`src/hw/rtl/fidl_pkg.sv`:
```
// Shared widths, constants and codes for the fade-in delay line.
`timescale 1ns / 1ps
package fidl_pkg;

  localparam int SAMPLE_W   = 16;
  localparam int DELAY_W    = 15;
  localparam int GAIN_W     = 15;
  localparam int CFG_W      = 13;
  localparam int PROD_W     = 32;
  localparam int PROD_SHIFT = 14;
  localparam int IN_DATA_W  = 32;

  localparam logic [GAIN_W-1:0] GAIN_UNITY = 15'b100000000000000;
  localparam logic [GAIN_W-1:0] GAIN_STEP  = 15'b000000010000000;

  localparam logic signed [PROD_W-1:0] ROUND_BIAS = PROD_W'((1 << PROD_SHIFT) - 1);
  localparam logic signed [PROD_W-1:0] OUT_MAX    = 32'sd32767;
  localparam logic signed [PROD_W-1:0] OUT_MIN    = -32'sd32768;

  localparam logic KIND_WRITE = 1'b0;
  localparam logic KIND_READ  = 1'b1;

endpackage

```
`src/hw/rtl/fidl_mod_unit.sv`:
```
// Restoring serial modulo unit: reduces the delay by the line length, one bit a cycle.
`timescale 1ns / 1ps
module fidl_mod_unit
  import fidl_pkg::*;
#(
  parameter int LEN_W = 13
) (
  input  logic               clk,
  input  logic               rst_n,
  input  logic               start,
  input  logic [DELAY_W-1:0] dividend,
  input  logic [LEN_W-1:0]   divisor,
  output logic               done,
  output logic [LEN_W-1:0]   remainder
);

  localparam int CNT_W = $clog2(DELAY_W);

  logic               busy_r;
  logic               done_r;
  logic [CNT_W-1:0]   cnt_r;
  logic [DELAY_W-1:0] dvd_r;
  logic [LEN_W-1:0]   rem_r;
  logic [LEN_W:0]     trial;
  logic [LEN_W:0]     rem_nxt;

  // One shared subtract-and-compare per cycle.
  always_comb begin
    trial = {rem_r, dvd_r[DELAY_W-1]};
    if (trial >= {1'b0, divisor}) begin
      rem_nxt = trial - {1'b0, divisor};
    end else begin
      rem_nxt = trial;
    end
  end

  always_ff @(posedge clk) begin
    if (!rst_n) begin
      busy_r <= 1'b0;
      done_r <= 1'b0;
      cnt_r  <= '0;
    end else begin
      done_r <= 1'b0;
      if (start) begin
        busy_r <= 1'b1;
        cnt_r  <= CNT_W'(DELAY_W - 1);
        dvd_r  <= dividend;
        rem_r  <= '0;
      end else if (busy_r) begin
        rem_r <= rem_nxt[LEN_W-1:0];
        dvd_r <= {dvd_r[DELAY_W-2:0], 1'b0};
        cnt_r <= cnt_r - CNT_W'(1);
        if (cnt_r == '0) begin
          busy_r <= 1'b0;
          done_r <= 1'b1;
        end
      end
    end
  end

  assign done      = done_r;
  assign remainder = rem_r;

endmodule

```
`config.mk`:
```
export PLATFORM = sky130hd
export DESIGN_NAME = fidl_mod_unit
export DESIGN_NICKNAME = d
export VERILOG_FILES = /design/src/hw/rtl/fidl_pkg.sv /design/src/hw/rtl/fidl_mod_unit.sv
export SDC_FILE = /design/constraint.sdc
export NUM_CORES = 1
export LEC_CHECK = 0
export BUFFER_PORTS_ARGS = -buffer_cell sky130_fd_sc_hd__buf_2
export CAP_MARGIN = 20
export CORE_MARGIN = 5
export CORE_UTILIZATION = 55
export DETAILED_ROUTE_END_ITERATION = 12
export GPL_ROUTABILITY_DRIVEN = 0
export PLACE_DENSITY = 0.86
export REMOVE_ABC_BUFFERS = 1
export SYNTH_ARGS = -nofsm -noshare
export SYNTH_HDL_FRONTEND = slang
export SYNTH_SLANG_ARGS = --single-unit
```
`constraint.sdc`:
```
create_clock -name clk -period 3.05 [get_ports clk]
set_input_delay 0.1525 -clock clk [delete_from_list [all_inputs] [get_ports clk]]
set_output_delay 0.1525 -clock clk [all_outputs]
set_load 0.01 [all_outputs]
```
==> out/results.txt, run 1 <==
Syn Inst Count: 203
crit path kind: register to register
number of enable flip-flop cells after synthesis: 28
cell with the most instances after synthesis: edfxtp_1
outcome: finished clean
reg2reg end: remainder[2]$_SDFFCE_PP0P_
root buffer cell: clkbuf_8
CP Capture Type: register
vias in the first global route: 1534
vias: 1615
Seq cells post-synth: 34
PostCTS Resize Cnt: 0
RSZ-0062 raised after global routing: no
number of I/O pins: 45
Worst Setup EP: remainder[2]$_SDFFCE_PP0P_
worst clock skew: 7.97 ps
top cell type's share of synthesized area: 38.2%
Routed Antenna Nets: 0
first-pass GRT wire length: 7000 µm
Overall Global Routing Usage: 17.0%
fraction of layout cells with a size suffix above 1: 29.2%
Synth cell types: 43
antenna violations before repair: 0
H-Tree Depth: 2
final hold vios: 0
DR iter-0 viols: 138
number of CTS-inserted buffers: 5
num rows: 23
largest cells by area after synthesis: edfxtp_1 (38%), ha_1 (8.5%), mux2_2 (7.2%)
Maximum Capacitance Violations: 0
slowest CP cell: edfxtp_1
fin nets: 299
DR WL/cell: 13.8 µm
worst skew pair latency: 280 ps
relative slew slack: 55.4%
CP startpoint: remainder[1]$_SDFFCE_PP0P_
R2R Path Start: remainder[1]$_SDFFCE_PP0P_
pwr dens: 498 nW/µm²
TNS Setup: 0 ps
DRT Pass-1 Iters: 4
Critical Path AT: 2720 ps
Die Wd: 73.2 µm
count of hold-fix buffers inserted at cts: 0
total routed wirelength: 4190 µm
FF-to-FF setup slack: 340 ps
Worst Tran Pin Value: 669 ps
Slew Limit Fails: 0
# DRC: 0
Core Area: 3940 µm²
HP Class: input pin to register
Hold Slack: 152 ps
Initial Util: 55.8%
largest net degree at the start of global routing: 36
Leakage: 1.11 nW
cell count of the worst reg-to-reg path: 9
drt via density: 5.33
clk buf depth: 2
sequential fraction of the synthesis area: 43.7%
slowest stage delay, CP: 420 ps
ys flop type: edfxtp_1
area growth from synthesis to layout: 16.8%
Max VDD drop: 0.392 mV
Critical Path RT: 3060 ps
total congestion overflow: 0
critical path cell sequence: ha_1 > nor2b_4 > o31a_1 > o31ai_4 > a21oi_2 > a2111oi_4 > buf_4 > mux2i_1 > nor2_1
synth cell count leaders: edfxtp_1 (28), nor2_1 (20), inv_1 (19)
port bufs: 44
Die Y: 73.2 µm
CTS Sinks: 34
Post-CTS Setup Inserts: 0
final setup violation count: 0
n_diodes: 0
Die Area: 5360 µm²
Final period util: 88.8%
Clock Pin Slew Worst Setup and Hold Paths: 70 ps
Final min period: 2710 ps
mean area per synthesized cell: 10.8 µm²
post-detail-place hpwl: 3160 µm
cell taking the most area after synthesis: edfxtp_1
asr flop ratio synth: 0%
TritonCTS clock tree: done
fmax: 369 MHz
Ys Warns: 0
startpoint type of the worst setup path: register
peak fanout along the critical path: 10
Mapped Area: 2200 µm²
[final cells by class]
class / count / area, µm²
fill: 314 / 1370
inverter: 19 / 71.3
timing repair buffer: 48 / 250
clock buffer: 6 / 72.6
multi-input combinational: 144 / 1140
tap: 50 / 62.6
clock inverter: 2 / 13.8
sequential: 34 / 961
[sequential cells by signal, summed over array words and instances, names as in the netlist]
signal     flops
busy_r         1
dvd_r         15
done           1
cnt_r          4
remainder     13
[placed cells by master, fill, tap and decap left out, drive strengths merged, types with 7 or more instances in the layout]
master,count
a21oi,14
inv,19
nor2,20
nor2b,7
edfxtp,28
xnor2,8
mux2,14
mux2i,12
buf,48
ha,15
nand2,9
[kinds of logic (layout without fill, tap and decap cells)]
| group | Yosys count | after routing | synth area share, % |
|---|---|---|---|
| compound gates | 39 | 39 | 13.4 |
| xor+xnor | 11 | 11 | 4.38 |
| fa+ha+maj | 16 | 16 | 9.44 |
| buf+inv | 25 | 75 | 4.61 |
| flops | 34 | 34 | 43.7 |
| mux | 26 | 26 | 12.6 |
| simple gates | 52 | 52 | 11.9 |
[routing by layer]
metal / global-route usage [%] / part of all wire [%]
met1: 22.6 / 46
met2: 27.1 / 48
met4: 6.15 / 1.6
met3: 3.72 / 4.6
met5: 0 / 0
[worst max-delay path, delay by kind of cell, from the launching register on]
kind                     cells  cell delay [ps]
buffers and inverters        1              260
flip-flops                   1              420
multiplexers                 1              210
adder cells (fa/ha/maj)      1              370
AND/OR/NAND/NOR              2              200
AO/OA/AOI/OAI                4              980
[stage by stage]
stage / total power [W] / utilization (%) / std cells / setup slack, ps / cell area [µm²]
floorplan: 0.000858 / - / 197 / 124 / 2170
global route: 0.00137 / 65.2 / 303 / 164 / 2570
detailed placement: 0.000963 / 63.0 / 295 / 338 / 2480
global placement: 0.000952 / 63.0 / 295 / 441 / 2480
finish: 0.00128 / 65.2 / 303 / 343 / 2570
CTS: 0.00129 / 65.2 / 303 / 332 / 2570
[where the power goes]
part           internal [W]  switching [W]
Clock              0.000161       0.000167
Sequential         0.000553      0.0000244
Combinational      0.000178       0.000197
[worst min-delay path by stage]
stage                start                endpoint  slack [ps]  depth (start not counted)
2_1_floorplan        start   cnt_r[0]$_SDFFE_PP0P_         230                          1
3_3_place_gp   dividend[0]  dvd_r[0]$_SDFFCE_PN0P_         430                          2
3_5_place_dp         rst_n   cnt_r[1]$_SDFFE_PN0N_         440                          2
4_1_cts              rst_n   cnt_r[1]$_SDFFE_PN0N_         140                          2
5_1_grt        dividend[0]  dvd_r[0]$_SDFFCE_PN0P_         150                          2
6_report             rst_n   cnt_r[1]$_SDFFE_PN0N_         150                          2
Power figures use the tool's default switching activity.
==> run 2, diff against run 1 <==
--- a/config.mk
+++ b/config.mk
@@ -11,7 +11,7 @@
 export CORE_UTILIZATION = 55
 export DETAILED_ROUTE_END_ITERATION = 12
 export GPL_ROUTABILITY_DRIVEN = 0
-export PLACE_DENSITY = 0.86
+export PLACE_DENSITY = 0.8
 export REMOVE_ABC_BUFFERS = 1
 export SYNTH_ARGS = -nofsm -noshare
 export SYNTH_HDL_FRONTEND = slang
==> run 2 against run 1 <==
Net effect:
- total power is 7.6% higher
- clock skew is 3.3 ps higher
- sequential cell count stayed put
- critical path type unchanged
- critical endpoint is now remainder[3]$_SDFFCE_PP0P_
- worst setup slack worse by 15 ps
- global-route usage is 0.47 points higher
- cell count stayed put
- combinational power is 1% higher
- largest cell class unchanged
- sequential power hardly changed
- via count is 2.1% higher
- register-to-register slack hardly changed
- utilization is 0.70 points higher
==> out/results.txt, run 2 (synthesis results as in run 1) <==
TritonCTS clock tree: done
critical path cell sequence: inv_1 > ha_1 > fa_1 > nor2b_4 > o31a_1 > o31ai_4 > a21oi_2 > a2111oi_4 > buf_4 > mux2i_1 > nor2_1
CTS Sinks: 34 (unchanged)
Top reg by flops: dvd_r
total congestion overflow: 0 (unchanged)
final setup violation count: 0 (unchanged)
final instance area: 2600 µm² (+1.1%)
slowest stage delay, CP: 360 ps (-60 ps)
vias in the first global route: 1630 (+6.3%)
fillcell total: 318 (+1.3%)
port bufs: 44 (unchanged)
Core Area: 3940 µm² (unchanged)
most common cell after layout, fill and taps aside: buf_2
Worst Tran Pin Value: 666 ps (-3.51 ps)
placed cell count: 295 (unchanged)
Max VDD drop: 0.395 mV (+0.53%)
TNS Setup: 0 ps (unchanged)
post-detail-place hpwl: 3230 µm (+2.1%)
Final min period: 2720 ps (+14.7 ps)
Slew Limit Fails: 0 (unchanged)
Clock Pin Slew Worst Setup and Hold Paths: 70 ps (about the same)
Final period util: 89.2% (+0.48 points)
count of hold-fix buffers inserted at cts: 0 (unchanged)
first-pass GRT wire length: 7290 µm (+4.1%)
slowest CP cell: edfxtp_1
peak fanout along the critical path: 10 (unchanged)
number of I/O pins: 45 (unchanged)
antenna violations before repair: 0 (unchanged)
DR iter-0 viols: 95 (-31%)
Endpoint, Worst Hold: cnt_r[3]$_SDFFE_PN0N_
vias: 1649 (+2.1%)
Die Area: 5360 µm² (unchanged)
Finished Layout Cells: 303 (unchanged)
drt via density: 5.44 (+2.1%)
worst clock skew: 11.3 ps (+3.33 ps)
Critical Path RT: 3060 ps (about the same)
PostCTS Resize Cnt: 0 (unchanged)
reg2reg end: remainder[3]$_SDFFCE_PP0P_
R2R Path Start: dvd_r[14]$_DFFE_PP_
Placed Instance Area: 2480 µm² (unchanged)
Critical Path AT: 2740 ps (+20 ps)
final hold vios: 0 (unchanged)
startpoint type of the worst setup path: register
commonest cells after routing, fill and taps aside: buf_2 (44), edfxtp_1 (28), nor2_1 (20)
total routed wirelength: 4320 µm (+3.2%)
relative slew slack: 55.6% (+0.23 points)
Die Y: 73.2 µm (unchanged)
largest net degree at the start of global routing: 36 (unchanged)
n_diodes: 0 (unchanged)
area growth from synthesis to layout: 18.0%
clk buf depth: 2 (unchanged)
CP Capture Type: register
root buffer cell: clkbuf_8
Post-CTS Setup Inserts: 0 (unchanged)
num rows: 23 (unchanged)
Initial Util: 55.8% (unchanged)
fin nets: 299 (unchanged)
DRT Pass-1 Iters: 4 (unchanged)
DR WL/cell: 14.3 µm (+3.2%)
Routed Antenna Nets: 0 (unchanged)
Overall Global Routing Usage: 17.5% (+0.47 points)
H-Tree Depth: 2 (unchanged)
hold path cells: 2 (unchanged)
Maximum Capacitance Violations: 0 (unchanged)
# DRC: 0 (unchanged)
RSZ-0062 raised after global routing: no
max reg flops: 15 (unchanged)
cell count of the worst reg-to-reg path: 11 (+2)
crit path kind: register to register
worst hold path startpoint: rst_n
outcome: finished clean
Leakage: 1.12 nW (+0.47%)
number of CTS-inserted buffers: 5 (unchanged)
Die Wd: 73.2 µm (unchanged)
worst skew pair latency: 290 ps (about the same)
fraction of layout cells with a size suffix above 1: 29.6% (+0.40 points)
fmax: 367 MHz (-0.54%)
HP Class: input pin to register
total power: 0.00138 W (+7.6%)
FF-to-FF setup slack: 330 ps (about the same)
pwr dens: 531 nW/µm² (+6.4%)
run 2: per-layer routing:
metal,vias up,GRT usage [%],share of wire [%]
met3,12,3.86,5.2
met5,-,0,0
met1,763,22.8,44
met2,49,28.1,49
met4,0,6.76,2.0
li1,825,-,-
run 2: cell type report:
cell class	instances	area, µm²	area share [%]
clock buffer	5	68.8	2.65
clock inverter	3	45.0	1.73
inverter	19	71.3	2.75
multi-input combinational	144	1140	43.8
sequential	34	961	37.0
tap	50	62.6	2.41
timing repair buffer	48	250	9.64
run 2: worst max-delay path: cells and delay by family (launching register included):
family          cells  cell delay (ps)
compound gates      4              960
fa+ha+maj           2              450
buf+inv             2              350
flops               1              360
mux                 1              220
simple gates        2              110
run 2: worst max path at each step:
| stage | cells past startpoint | slack (ps) | start | to |
|---|---|---|---|---|
| after global routing | 11 | 170 | dvd_r[14]$_DFFE_PP_ | remainder[5]$_SDFFCE_PP0P_ |
| after floorplan | 8 | 120 | remainder[1]$_SDFFCE_PP0P_ | remainder[10]$_SDFFCE_PP0P_ |
| after CTS | 9 | 330 | remainder[1]$_SDFFCE_PP0P_ | remainder[3]$_SDFFCE_PP0P_ |
| final | 11 | 330 | dvd_r[14]$_DFFE_PP_ | remainder[3]$_SDFFCE_PP0P_ |
| after detailed placement | 11 | 350 | dvd_r[14]$_DFFE_PP_ | remainder[3]$_SDFFCE_PP0P_ |
| after global placement | 9 | 430 | remainder[1]$_SDFFCE_PP0P_ | remainder[2]$_SDFFCE_PP0P_ |
run 2: power breakdown:
| part | leakage, nW | total, W | switching, W | internal (W) |
|---|---|---|---|---|
| Combinational | 0.746 | 0.000379 | 0.000201 | 0.000178 |
| Sequential | 0.320 | 0.000578 | 0.0000247 | 0.000553 |
| Clock | 0.0504 | 0.000421 | 0.000178 | 0.000243 |
| Total | 1.12 | 0.00138 | 0.000404 | 0.000974 |
run 2: metrics by stage:
step / worst slack [ps] / utilization [%] / hold WS, ps
3_3_place_gp: 434 / 63.0 / 436
4_1_cts: 327 / 65.9 / 150
2_1_floorplan: 124 / - / 229
6_report: 328 / 65.9 / 154
3_5_place_dp: 346 / 63.0 / 451
5_1_grt: 171 / 65.9 / 147
